File: config.mk
export PLATFORM = sky130hd
export DESIGN_NAME = qte_fifo
export DESIGN_NICKNAME = d
export VERILOG_FILES = /design/src/sv/qte_pkg.sv /design/src/sv/qte_fifo.sv
export SDC_FILE = /design/constraint.sdc
export NUM_CORES = 1
export LEC_CHECK = 0
export BUFFER_PORTS_ARGS = -buffer_cell sky130_fd_sc_hd__buf_2
export CORE_ASPECT_RATIO = 0.7
export CORE_MARGIN = 1.5
export CORE_UTILIZATION = 46
export CTS_BUF_LIST = sky130_fd_sc_hd__clkbuf_4 sky130_fd_sc_hd__clkbuf_8
export DETAILED_ROUTE_END_ITERATION = 10
export GPL_TIMING_DRIVEN = 1
export HOLD_SLACK_MARGIN = 0.08
export PLACE_DENSITY = 0.63
export REMOVE_ABC_BUFFERS = 1
export SYNTH_ARGS = -nofsm -noshare
export SYNTH_HDL_FRONTEND = slang
export SYNTH_SLANG_ARGS = --single-unit
File: constraint.sdc
create_clock -name clk -period 7.2 [get_ports clk]
set_clock_uncertainty 0.15 [all_clocks]
set_input_delay 0.72 -clock clk [delete_from_list [all_inputs] [get_ports clk]]
set_output_delay 0.72 -clock clk [all_outputs]
set_load 0.02 [all_outputs]
File: src/sv/qte_pkg.sv
// Shared types and constants for the quaternion to Euler angle converter.
package qte_pkg;

    localparam int QW            = 16;
    localparam int SUM_W         = 35;
    localparam int A30_W         = 32;
    localparam int ROOT_W        = 31;
    localparam int RAD_W         = 61;
    localparam int RES_W         = 62;
    localparam int CORDIC_STAGES = 17;
    localparam int NORM_EXP      = 46;
    localparam int NORM_STEPS    = 7;
    localparam int CW            = 50;
    localparam int ZW            = 20;
    localparam int CORDIC_LAT    = 1 + NORM_STEPS + CORDIC_STAGES + 1;
    localparam int SQRT_ITERS    = 31;
    localparam int SQRT_LAT      = 2 + SQRT_ITERS;
    localparam int FIFO_DEPTH    = 4;

    localparam logic signed [ZW-1:0] HALF_PI_Q16 = 20'sd102944;
    localparam logic signed [15:0]   PI_Q13      = 16'sd25736;
    localparam logic signed [15:0]   HALF_PI_Q13 = 16'sd12868;

    typedef struct packed {
        logic signed [SUM_W-1:0] roll_y;
        logic signed [SUM_W-1:0] roll_x;
        logic signed [SUM_W-1:0] yaw_y;
        logic signed [SUM_W-1:0] yaw_x;
        logic signed [A30_W-1:0] a30;
        logic                    clamped;
    } qte_job_t;

    function automatic logic signed [ZW-1:0] atan_q16(input int i);
        logic signed [ZW-1:0] r;
        case (i)
            0:       r = 20'sd51472;
            1:       r = 20'sd30385;
            2:       r = 20'sd16055;
            3:       r = 20'sd8150;
            4:       r = 20'sd4091;
            5:       r = 20'sd2047;
            6:       r = 20'sd1024;
            7:       r = 20'sd512;
            8:       r = 20'sd256;
            9:       r = 20'sd128;
            10:      r = 20'sd64;
            11:      r = 20'sd32;
            12:      r = 20'sd16;
            13:      r = 20'sd8;
            14:      r = 20'sd4;
            15:      r = 20'sd2;
            default: r = 20'sd1;
        endcase
        return r;
    endfunction

endpackage

File: src/sv/qte_fifo.sv
// Short transaction queue between front end and back end.
module qte_fifo import qte_pkg::*; (
    input  logic     clk,
    input  logic     rst_n,
    input  logic     push,
    input  qte_job_t din,
    input  logic     pop,
    output qte_job_t dout,
    output logic     full,
    output logic     empty
);

    localparam int PW = $clog2(FIFO_DEPTH);

    qte_job_t mem_reg [FIFO_DEPTH];
    logic [PW-1:0] wr_ptr_reg, rd_ptr_reg;
    logic [PW:0]   count_reg, count_next;

    assign full  = count_reg == (PW + 1)'(FIFO_DEPTH);
    assign empty = count_reg == '0;
    assign dout  = mem_reg[rd_ptr_reg];

    always_comb
    begin
        count_next = count_reg;
        if (push && !pop)
            count_next = count_reg + 1'b1;
        else if (pop && !push)
            count_next = count_reg - 1'b1;
    end

    always_ff @(posedge clk or negedge rst_n)
    begin
        if (!rst_n)
        begin
            wr_ptr_reg <= '0;
            rd_ptr_reg <= '0;
            count_reg  <= '0;
        end
        else
        begin
            count_reg <= count_next;
            if (push)
                wr_ptr_reg <= wr_ptr_reg + 1'b1;
            if (pop)
                rd_ptr_reg <= rd_ptr_reg + 1'b1;
        end
    end

    always_ff @(posedge clk)
    begin
        if (push)
            mem_reg[wr_ptr_reg] <= din;
    end

endmodule

After elaboration in Yosys (flattened, before gate mapping)
Memory sizes are Yosys's and may differ from the RTL's.
Cells that the tools add are included.
- bits in registers: 7
- memory bits (writable): 692
- bits of input ports: 177
- output and inout port bits: 175
- logic and storage cells: 19
- memories kept: 1
- add/sub/neg operators: 4
- equality and inequality tests: 1
- mux-type cells: 4
- reduce and logical (&&, ||, !) cells: 6
- memory list (name ; depth ; width ; rd ports ; clocked after Yosys merged registers in ; write ports ; line ; source):
    mem_reg ; 4 ; 173 ; 1 ; 0 ; 1 ; qte_fifo.sv:15 ; qte_job_t mem_reg [FIFO_DEPTH];
- operator list (cell ; number):
    $mux W3 ; 2
    $add A2 B1 Y2 const B ; 2
    $add A3 B1 Y3 const B ; 1
    $eq A3 B3 Y1 const B ; 1
    $logic_not A3 Y1 ; 1
    $sub A3 B1 Y3 const B ; 1
    $logic_and A1 B1 Y1 ; 2
    $logic_not A1 Y1 ; 2
    $mux W1 ; 2
    $reduce_bool A2 Y1 ; 1

Depth between registers and ports, before layout
- depth after elaboration: 4
- depth in mapped cells: 7
- depth with buffers taken out: 7

Worst setup path after synthesis
OpenSTA, ideal clock, no wires.
- kind: in2reg
- start point: in push
- end point: mem mem_reg[1][0] (netlist bit), enable pin
- setup time: 0.553 ns
- arrival: 4.656 ns
- data required time: 6.497 ns
- path slack: 1.841 ns
- cell stages on the path: 1
- path buffers: 0
- cell sequence: and2_1
- word-level cells in the longest chain between the ends: 2
- RTL lines (element ; line ; source):
    from (decl) ; qte_fifo.sv:5 ; input logic push,
    $mux W1 ; qte_fifo.sv:52 ; if (push)
    $mux W1 (not written as such) ; qte_fifo.sv:53 ; mem_reg[wr_ptr_reg] <= din;
    to (decl) ; qte_fifo.sv:15 ;
Every way passes these cells.

==> results.md <==
- R2r endpoint: mem_reg[2][80]$_DFFE_PP_
- Layout cells sized above 1: 42.5%
- Die Ht: 200 um
- Fmax: 238 MHz
- Clock slew at reported path FFs: 60 ps
- Max Root-Sink Buffers: 3
- Yosys reg bits: 699
- Setup Viol. Count Final: 0
- Number of antenna violations at the first check in global routing: 4
- Core area: 54,100 um^2
- Final wirelength: 49,200 um
- Max reg flops: 692
- Pleak: 10.8 nW
- Unique masters post-synth: 19
- VDD IR max: 308 uV
- Drt wl/cell: 21.0 um
- Crit Path Max Fanout: 108
- Buffers and inverters on the worst path: 2
- Synth Area in Adders: 0.325%
- Avg Cell Area, Syn: 27.1 um^2
- Clk_lat worst skew: 660 ps
- Worst-Margin Slew: 1020 ps
- Post-Synth Simple-Gate Area: 0.192%
- Family with the most delay on the worst path: flip-flops
- Hold path endpoint: wr_ptr_reg[0]$_DFFE_PN0P_
- Synthesis-to-layout area growth: 24.3%
- Slew Viols, Final: 0
- Post-Synth XOR/XNOR Area: 0.207%
- DPL Wire Length: 27,600 um
- Startpoint Class: register
- Placer congestion estimate: 0.742
- TritonCTS clock tree: done
- Main area contributors after synthesis: edfxtp_1, mux4_2, buf_6
- Hold path cells: 2
- Mapped cell area: 25,400 um^2
- Vias in the first global route: 12,800
- Synth top area share: 81.9%
- Die area: 56,600 um^2
- Total track usage: 17.6%
- Number of nets in the layout: 1,723
- Combinational family with the most area after synthesis: multiplexers
- Area leader, netlist: edfxtp_1
- Residual DRC: 0
- Power, Total: 12.5 mW
- CTS root buffer: clkbuf_8
- Setup slack, reg-to-reg: 4320 ps
- Ys Warns: 0
- Die X: 284 um
- Pin count of the biggest net entering global routing: 109
- Vias post-DR: 11,900
- Final worst slack: 3010 ps
- Fin Setup TNS: 0 ps
- Compound-Gate Fraction of Synth Area: 0.0197%
- Post-route ant nets: 0
- Arr. time, crit path: 3320 ps
- Cells after synthesis: 938
- Rows: 71
- Critical-path top delay cell: dfrtp_4
- CP Class: register to primary output
- First-pass GRT wire length: 74,500 um
- Period utilization: 58.3%
- Hold/Removal Path Class: input port to register
- Dpl ws: 3630 ps
- RSZ-0062 raised after global routing: no
- Pwr dens: 396 nW/um^2
- Hold Startpoint: push
- CP max stage delay: 920 ps
- Register area share after synthesis: 82.6%
- H-tree depth: 3
- Reg2reg start: wr_ptr_reg[0]$_DFFE_PN0P_
- Worst EP required: 6330 ps
- DRT Pass-1 Iters: 5
- Grt ovf: 0
- CTS Buf Count: 101
- Max-Cap Viols: 0
- Post-synthesis mux area share: 15.4%
- Worst slew margin: 31.8%
- I/O pins: 352
- Status: finished clean
- Vias/cell: 5.09
- Register-to-Register Path Depth: 4
- Final Hold Fails: 0
- Minimum clock period after layout: 4190 ps
- CP Cell Sequence: buf_12, mux4_2, buf_2
- Worst setup EP type: primary output
- Total clock sinks: 699
- 1st-iter DRT viols: 740
- Initial core utilization: 46.9%
- PortBufs: 351
-- how the worst max path moves through the flow --
| stage | depth (start not counted) | slack, ps | from | endpoint |
|---|---|---|---|---|
| after global placement | 3 | 3620 | rd_ptr_reg[0]$_DFFE_PN0P_ | dout[78] |
| final | 3 | 3010 | rd_ptr_reg[0]$_DFFE_PN0P_ | dout[62] |
| after floorplan | 1 | -1150 | rd_ptr_reg[0]$_DFFE_PN0P_ | dout[0] |
| after global routing | 3 | 2690 | rd_ptr_reg[0]$_DFFE_PN0P_ | dout[62] |
| after CTS | 3 | 2850 | rd_ptr_reg[0]$_DFFE_PN0P_ | dout[78] |
| after detailed placement | 3 | 3630 | rd_ptr_reg[0]$_DFFE_PN0P_ | dout[78] |
-- logic make-up after synthesis --
| kind of cell | after synthesis |
|---|---|
| AOI/OAI and AO/OA | 1 |
| DFF | 699 |
| muxes | 174 |
| and+or+nand+nor | 9 |
| xor gates and xnor gates | 6 |
| adders and majority gates | 6 |
| buffers and inverters | 43 |
-- cell usage after synthesis, drive strengths merged --
library cell and n:
mux2 1, edfxtp 692, clkbuf 3, ha 5, inv 4, dfrtp 7
xor2 4, nor3b 1, mux4 173, xnor2 2, o21ai 1, nor2 1
and2 4, buf 36, fa 1, nor3 1, nand2 2
-- per-layer routing --
layer	share of wire [%]	global-route usage, %
met1	42	23.5
met2	48	27.5
met3	7.5	5.81
met4	2.1	5.59
met5	0.081	0
-- layout make-up --
class	instances	area [um^2]
Tap cell	730	913
Inverter	4	15.0
Timing Repair Buffer	538	3640
Antenna cell	1	2.50
Clock inverter	47	277
Sequential cell	699	21000
Multi-Input combinational cell	196	4110
Clock buffer	130	1620
Fill cell	3938	22600
-- cells in the final DEF, fill, tap and decap left out, types with 2 or more instances in the layout --
master	instances
buf_12	3
clkinv_2	6
buf_2	351
clkinv_1	34
dfrtp_1	5
bufinv_16	2
clkbuf_4	27
mux4_2	173
inv_1	4
nand2_1	2
clkinv_8	2
buf_4	9
xor2_1	4
xnor2_1	2
dfrtp_4	2
and2_4	4
clkbuf_8	103
ha_1	5
edfxtp_1	692
dlygate4sd3_1	175
clkinvlp_4	2
-- power by group --
group | internal, mW | switching [mW]
clock | 1.54 | 1.42
sequential | 5.33 | 0.269
combinational | 1.60 | 2.34
-- through the flow --
stage / cell area (um^2) / hold slack [ps] / utilization, % / instances
3_3_place_gp: 27900 / 325 / 51.5 / 1992
6_report: 31500 / 201 / 58.3 / 2345
2_1_floorplan: 25100 / 274 / - / 899
5_1_grt: 31500 / 147 / 58.3 / 2345
3_5_place_dp: 27900 / 322 / 51.5 / 1992
4_1_cts: 31500 / 122 / 58.3 / 2344
-- what timing repair did --
| action | 4_1_cts | 5_1_grt |
|---|---|---|
| endpoints found under the hold margin | 700 | 0 |
| gates resized for setup | 0 | 0 |
| endpoints found under the setup margin | 0 | 0 |
| hold buffers | 175 | 0 |
| buffers inserted | 0 | 0 |
(Power assumes the default switching activity.)
