## src/sv/qte_delay.sv

```systemverilog
// Stall-aware delay line for side data traveling alongside the datapath.
module qte_delay #(
    parameter int W     = 16,
    parameter int DEPTH = 4
) (
    input  logic         clk,
    input  logic         en,
    input  logic [W-1:0] din,
    output logic [W-1:0] dout
);

    logic [W-1:0] tap_reg [DEPTH];

    always_ff @(posedge clk)
    begin
        if (en)
        begin
            tap_reg[0] <= din;
            for (int k = 1; k < DEPTH; k++)
                tap_reg[k] <= tap_reg[k-1];
        end
    end

    assign dout = tap_reg[DEPTH-1];

endmodule

```

## config.mk

```make
export PLATFORM = sky130hd
export DESIGN_NAME = qte_delay
export DESIGN_NICKNAME = d
export VERILOG_FILES = /design/src/sv/qte_delay.sv
export SDC_FILE = /design/constraint.sdc
export NUM_CORES = 1
export LEC_CHECK = 0
export ABC_AREA = 1
export BUFFER_PORTS_ARGS = -buffer_cell sky130_fd_sc_hd__buf_4
export CORE_MARGIN = 3
export CORE_UTILIZATION = 56
export CTS_BUF_LIST = sky130_fd_sc_hd__clkbuf_4
export CTS_CLUSTER_DIAMETER = 150
export DETAILED_ROUTE_END_ITERATION = 6
export PLACE_DENSITY = 0.79
export SLEW_MARGIN = 10
export SYNTH_ARGS = -nofsm -noshare
export SYNTH_HDL_FRONTEND = slang
export SYNTH_SLANG_ARGS = --single-unit
export TNS_END_PERCENT = 30
```

## constraint.sdc

```tcl
create_clock -name clk -period 0.8 [get_ports clk]
set_input_delay 0.16 -clock clk [delete_from_list [all_inputs] [get_ports clk]]
set_output_delay 0.16 -clock clk [all_outputs]
set_load 0.05 [all_outputs]
```

After elaboration in Yosys (flattened, before gate mapping)
Memories as Yosys holds them, arrays and structs flattened.
Index checks and enable logic that the tools add are counted.
{"block": "word_totals", "reg_bits": 0, "ram_bits": 64, "input_bits": 18, "n_memories": 1}
{"memory": "tap_reg", "words": 4, "width": 16, "read_ports": 4, "rd_clocked_by_memory_dff": 0, "wr": 4, "line": "12", "source": "logic [W-1:0] tap_reg [DEPTH];"}
{"block": "op_classes", "mux": 2}
{"operator": "two-way mux 1 bit", "n": 2}

Longest topological paths before layout
Gate-level depths: netlist of run 1.
{"block": "logic_depth", "depth_word": 2, "mapped_depth": 0}

Least setup slack after synthesis of run 1
OpenSTA, ideal clock, no wires.
{"block": "synth_timing", "kind": "register to output", "from": "mem tap_reg[3][0]", "to": "out dout[0]", "arrival_time_ns": 0.601, "required_time_ns": 0.640, "slack_ns": 0.039, "path_stages_with_launch": 1, "path_buffers": 0, "cell_sequence": "edfxtp_1"}
{"element": "from (decl)", "line": "12"}
{"element": "to (decl)", "line": "9", "source": "output logic [W-1:0] dout"}

==> results of run 1 <==
[metal layers]
| metal | routed length (µm) | track usage [%] | vias up |
|---|---|---|---|
| met5 | 0 | 0 | - |
| met4 | 13 | 7.916 | 0 |
| met3 | 168 | 5.026 | 2 |
| met2 | 1403 | 24.87 | 37 |
| met1 | 1018 | 16.84 | 371 |
| li1 | - | - | 390 |
[repair_timing]
item	4_1_cts	5_1_grt
pin swaps	0	0
hold buffers	16	0
endpoints found under the setup margin	16	16
endpoints found under the hold margin	16	0
resized for setup	16	0
[layout make-up]
| type | count | area (µm²) | area share (%) |
|---|---|---|---|
| sequential | 64 | 1922 | 72.97 |
| tap | 44 | 55.05 | 2.090 |
| clock buffer | 10 | 75.07 | 2.850 |
| timing repair buffer | 54 | 555.5 | 21.09 |
| clock inverter | 6 | 26.28 | 0.9976 |
[kinds of logic after synthesis]
logic type	Yosys count	synth area share, %
DFF	64	100.0
[per-stage QoR]
step | cells | TNS (ps) | utilization, %
detailed placement | 146 | 0 | 73.33
CTS | 178 | -4860 | 83.53
floorplan | 64 | 0 | -
global route | 178 | -5199 | 83.53
global placement | 146 | 0 | 73.33
finish | 178 | -4113 | 83.53
[power by group through the flow]
stage | registers, mW | clock network (mW) | logic (mW)
CTS | 4.01 | 1.65 | 0.494
global placement | 4.06 | 0 | 0.395
finish | 4.01 | 1.60 | 0.500
global route | 4.03 | 1.84 | 0.524
detailed placement | 4.08 | 0 | 0.406
floorplan | 4.22 | 0 | 0
[worst paths after layout]
path / endpoint / slack, ps / cells after the start
worst min-delay path: tap_reg[0][3]$_DFFE_PP_ / 240 / 2
worst min register to register: tap_reg[1][2]$_DFFE_PP_ / 430 / 0
worst max register to register: tap_reg[1][12]$_DFFE_PP_ / 130 / 0
worst max-delay path: dout[3] / -270 / 1
[layout by cell type, fill, tap and decap left out, drive strengths merged]
cell and n:
buf 38, clkbuf 10, clkinv 6, dlygate4sd3 16, edfxtp 64
==> results.ini, run 1 <==
[power_and_ir_drop]
power_mw=6.109
p_leak_nw=0.9765
combPwrFrac_pct=8.2
clock_power_share_pct=26.1
power.internal_mw=4.805
p_sw_mw=1.304
peakVddDrop_v=0.001625
power_frac_seq_pct=65.7
power_density_nw_per_um2=2320
swShare_pct=21.35

[place]
port-buffer-count=33
dp_hpwl_mm=1.364
globalplace.congestion=0.6294
pre_cts_ws_ps=4.374
placed_area_um2=2312

[worst_hold_path]
hold_path_class=in2reg
hold_start=en

[floorplan]
rows=20
core_um2=3153
dieWidth_um=64.58
initial_core_util_pct=60.95
num_io_pins=34
dieHeight_um=64.58
dieArea_um2=4171

[routing]
via_per_inst=4.494
postRouteWirelength_mm=2.603
wl_per_cell_um=14.62
drt_iter0_markers=34
drc=0
firstDrtPassIters=4
vias=800
ant_nets=0

[global_routing]
grt_pass1_wl_mm=4.250
groute.usage.overall_pct=14.84
grt_pass1_vias=886
antenna_found_initial=0
grt_overflow=0
grt_max_degree=18

[timing]
post-route-worst-setup-slack_ps=-270.7
max-slew-margin-rel_pct=90.52
hold_ws_ps=242.0
rsz0062_at_grt=true
fin_crit_sh_pct=133.8
setup_viol=16
max_slew.worst_pin.slew_ps=142.2
period_minus_slack_ps=1071
drv_slew=0
final_hold_viol_count=0
max_freq_mhz=934.0
clock_skew_ps=8.103

[synthesis]
netlist_area_um2=1922
synth_edf_count=64
ys.flop_type=edfxtp_1
synth_seq_cells=64
ys_types=1
synth.area.top_cells=edfxtp_1 100%
synth_common_cells=64 x edfxtp_1
async_flop_share_pct=0
ys_seq_area_share_pct=100.0
synth_top_area_cell=edfxtp_1
synthesis.nets=82
syn_avg_cell_area_um2=30.03
synth_top_cell_area_share_pct=100.0
synth.most_common_cell=edfxtp_1
ys_warn_count=0
netlist_instances=64

[setup_path]
cp.required_ps=640
crit_path_start_kind=flip-flop
cp_max_fo=1
r2r-start=tap_reg[0][12]$_DFFE_PP_
cp_top_family=flip-flops
crit_slowest_cell=edfxtp_1
critPathLaunch=tap_reg[3][3]$_DFFE_PP_
critPathCaptureType=output pin
max_stage_delay_ps=400
critical_path_arrival_ps=910
path_cells=buf_6
path_buf_inv=1
critical_path_class=reg2out

[outcome]
violations=negative setup slack
outcome=finished with violations

[clock_network]
cts_buffers=9
clock_latency_ps=350
clock-sinks=64
htreeDepth=3
clk_pin_slew_ps=100
post_cts_buffers=0
cts_tree=yes
cts-root-buf=clkbuf_4
clockBufferDepth=2

[layout]
fill_cells=150
fin_area_um2=2634
multi_input_area_um2=0
largest_reg_flops=64
diodes=0
multi_input_comb_cells=0
drive_gt1_share_pct=38.06
finalNetCount=147
syn2layout_area_growth_pct=37.04

[flow_run]
maxCapViolCount=0

(Power assumes the default switching activity.)
==> run 2, diff against run 1 <==
CELL_PAD_IN_SITES_DETAIL_PLACEMENT = 2   (was default)
CELL_PAD_IN_SITES_GLOBAL_PLACEMENT = 2   (was default)
CORE_MARGIN = default   (was 3)
CORE_UTILIZATION = 45   (was 56)
SKIP_LAST_GASP = 1   (was default)
==> run 2 against run 1 <==
Net effect:
- the run now fails in detailed placement
- synthesized area did not move
- synthesized cell count did not move
==> results.ini, run 2 <==
[place]
port-buffer-count=33  ; unchanged
globalplace.congestion=0.5860  ; -6.9%
dp_hpwl_mm=2.559  ; +88%

[floorplan]
rows=23  ; +15%
initial_core_util_pct=47.36  ; -14 points
dieHeight_um=67.35  ; +4.3%
dieWidth_um=67.35  ; +4.3%
num_io_pins=34  ; unchanged

[synthesis]
synth-adder-area-share_pct=0  ; unchanged
ys_warn_count=0  ; unchanged
ys_types=1  ; unchanged
netlist_instances=64  ; unchanged
synth_top_area_cell=edfxtp_1
ys.flop_type=edfxtp_1
synth_mux_area_share_pct=0  ; unchanged
synth_seq_cells=64  ; unchanged
synth_compound_gate_area_share_pct=0  ; unchanged
synth_xor_area_share_pct=0  ; unchanged
synth_edf_count=64  ; unchanged
synth_common_cells=64 x edfxtp_1
yosys.area_share.simple_pct=0  ; unchanged
synth.most_common_cell=edfxtp_1
synth.area.top_cells=edfxtp_1 100%
async_flop_share_pct=0  ; unchanged
ys_seq_area_share_pct=100.0  ; unchanged
netlist_area_um2=1922  ; unchanged
synth_top_cell_area_share_pct=100.0  ; unchanged
synthesis.nets=82  ; unchanged
syn_avg_cell_area_um2=30.03  ; unchanged

[outcome]
stop_stage=detailed placement
error_line=[ERROR DPL-0033] detailed placement checks failed during check placement.
outcome=aborted with a tool error

[run 2: cell counts after synthesis]
No cell type changed its count.
[run 2: stage by stage]
step              cell area, µm²  hold slack, ps
floorplan                   1922           258.9
global placement            2280           339.5
[run 2: cells by family after synthesis]
kind of cell  count (synthesis)
DFF                          64
==> run 3, diff against run 2 <==
CELL_PAD_IN_SITES_DETAIL_PLACEMENT = default   (was 2)
CELL_PAD_IN_SITES_GLOBAL_PLACEMENT = default   (was 2)
CORE_UTILIZATION = 40   (was 45)
CTS_BUF_LIST = default   (was sky130_fd_sc_hd__clkbuf_4)
CTS_CLUSTER_DIAMETER = default   (was 150)
PLACE_DENSITY = default   (was 0.79)
PLACE_DENSITY_LB_ADDON = 0.15   (was default)
==> run 3 against run 2 <==
Net effect:
- the flow now finishes, with violations (design-rule violations, negative setup slack)
==> results.ini, run 3 (synthesized netlist as in run 1, its figures left out) <==
[worst_hold_path]
hold_end=tap_reg[0][4]$_DFFE_PP_
hold_start=din[4]
whs_path_depth=1
hold_path_class=in2reg

[routing]
drt_iter0_markers=59
drc=2
wl_per_cell_um=11.81
met3_length_um=118
routed.top_layer=met4
wl_met1_um=869
postRouteWirelength_mm=2.137
route.met2.wl_mm=1.052
firstDrtPassIters=6
ant_nets=0
vias=790
via_per_inst=4.365

[clock_network]
clock-sinks=64
cts-root-buf=clkbuf_8
cts_tree=yes
htreeDepth=3
cts_buffers=9
post_cts_buffers=0
clock_latency_ps=320
clockBufferDepth=2
clk_pin_slew_ps=60

[power_and_ir_drop]
p_sw_mw=1.365
power_density_nw_per_um2=2536
peakVddDrop_v=0.001290
combPwrFrac_pct=6.7
power_frac_seq_pct=61.0
p_leak_nw=0.9520
clock_power_share_pct=32.4
swShare_pct=20.77
power.internal_mw=5.207

[setup_path]
cp_max_fo=1
path_cells=buf_4
crit_slowest_cell=edfxtp_1
cp_top_family=flip-flops
critical_path_arrival_ps=890
critPathCaptureType=output pin
r2r-start=tap_reg[0][7]$_DFFE_PP_
r2r_cells=0
path_buf_inv=1
cp.required_ps=640
rrSetupSlack_ps=170
critical_path_class=reg2out
path_depth=1
crit_path_start_kind=flip-flop
max_stage_delay_ps=370
r2r-end=tap_reg[1][7]$_DFFE_PP_

[timing]
max_slew.worst_pin.slew_ps=169.8
post-route-worst-setup-slack_ps=-248.1
max-slew-margin-rel_pct=88.68
max_freq_mhz=954.1
rsz0062_at_grt=true
period_minus_slack_ps=1048
setup_viol=16
clock_skew_ps=2.857
tns_ps=-3767
final_hold_viol_count=0
drv_slew=0
fin_crit_sh_pct=131.0

[layout]
drive_gt1_share_pct=36.43
diodes=0
syn2layout_area_growth_pct=34.83
finalNetCount=142
multi_input_comb_cells=0
final_cell_mix=64 x edfxtp_1, 27 x buf_4, 14 x dlygate4sd3_1
multi_input_area_um2=0
layout_commonest_cell=edfxtp_1
largest_reg_flops=64

[floorplan]
rows=24  ; +4.3%
dieHeight_um=71.32  ; +5.9%
core_um2=4474
dieWidth_um=71.32  ; +5.9%
num_io_pins=34  ; unchanged
dieArea_um2=5086
initial_core_util_pct=42.95  ; -4.4 points

[place]
port-buffer-count=33  ; unchanged
pre_cts_ws_ps=3.315
globalplace.congestion=0.6023  ; +2.8%

[global_routing]
grt_max_degree=33
grt_overflow=0
grt_pass1_vias=781
groute.usage.overall_pct=9.848
grt_pass1_wl_mm=3.277
antenna_found_initial=0

[outcome]
violations=design-rule violations, negative setup slack
outcome=finished with violations

[flow_run]
maxCapViolCount=0

[run 3: through the flow]
| stage | std cells | total power [mW] | hold WS [ps] | area [µm²] | utilization [%] |
|---|---|---|---|---|---|
| after floorplan | 64 | 4.225 | 258.9 | 1922 | - |
| after global placement | 151 | 4.438 | 337.9 | 2275 | 50.84 |
| after detailed placement | 151 | 4.454 | 339.4 | 2275 | 50.84 |
| after CTS | 181 | 6.654 | 1.440 | 2584 | 57.75 |
| after global routing | 181 | 6.802 | 4.444 | 2591 | 57.91 |
| final | 181 | 6.572 | 16.61 | 2591 | 57.91 |
[run 3: power groups by stage]
stage	clock network [mW]	registers, mW	logic (mW)
detailed placement	0	4.08	0.378
finish	2.13	4.01	0.439
global placement	0	4.06	0.374
global route	2.32	4.03	0.459
floorplan	0	4.22	0
CTS	2.21	4.01	0.439
[run 3: worst max-delay path by stage]
stage / from / end / slack [ps]
after floorplan: tap_reg[3][0]$_DFFE_PP_ / dout[0] / 40
after global placement: en / tap_reg[3][0]$_DFFE_PP_ / 10
after detailed placement: en / tap_reg[3][0]$_DFFE_PP_ / 3
after CTS: tap_reg[3][13]$_DFFE_PP_ / dout[13] / -280
after global routing: tap_reg[3][13]$_DFFE_PP_ / dout[13] / -280
final: tap_reg[3][14]$_DFFE_PP_ / dout[14] / -250
[run 3: cell type report]
| cell class | instances | area [µm²] |
|---|---|---|
| Tap cell | 52 | 65.06 |
| Sequential cell | 64 | 1922 |
| Fill cell | 330 | 1883 |
| Clock inverter | 6 | 26.28 |
| Clock buffer | 10 | 127.6 |
| Timing Repair Buffer | 49 | 450.4 |
[run 3: timing repair]
item,CTS,global route
pin swaps,0,0
endpoints found under the hold margin,14,0
hold buffers,14,0
gates cloned,0,0
gates resized for setup,4,2
endpoints found under the setup margin,16,16
[run 3: routing by layer]
| layer | track usage, % | up-vias |
|---|---|---|
| met5 | 0 | - |
| met4 | 12.00 | 0 |
| met3 | 3.938 | 10 |
| met2 | 14.81 | 29 |
| met1 | 9.369 | 369 |
| li1 | - | 382 |
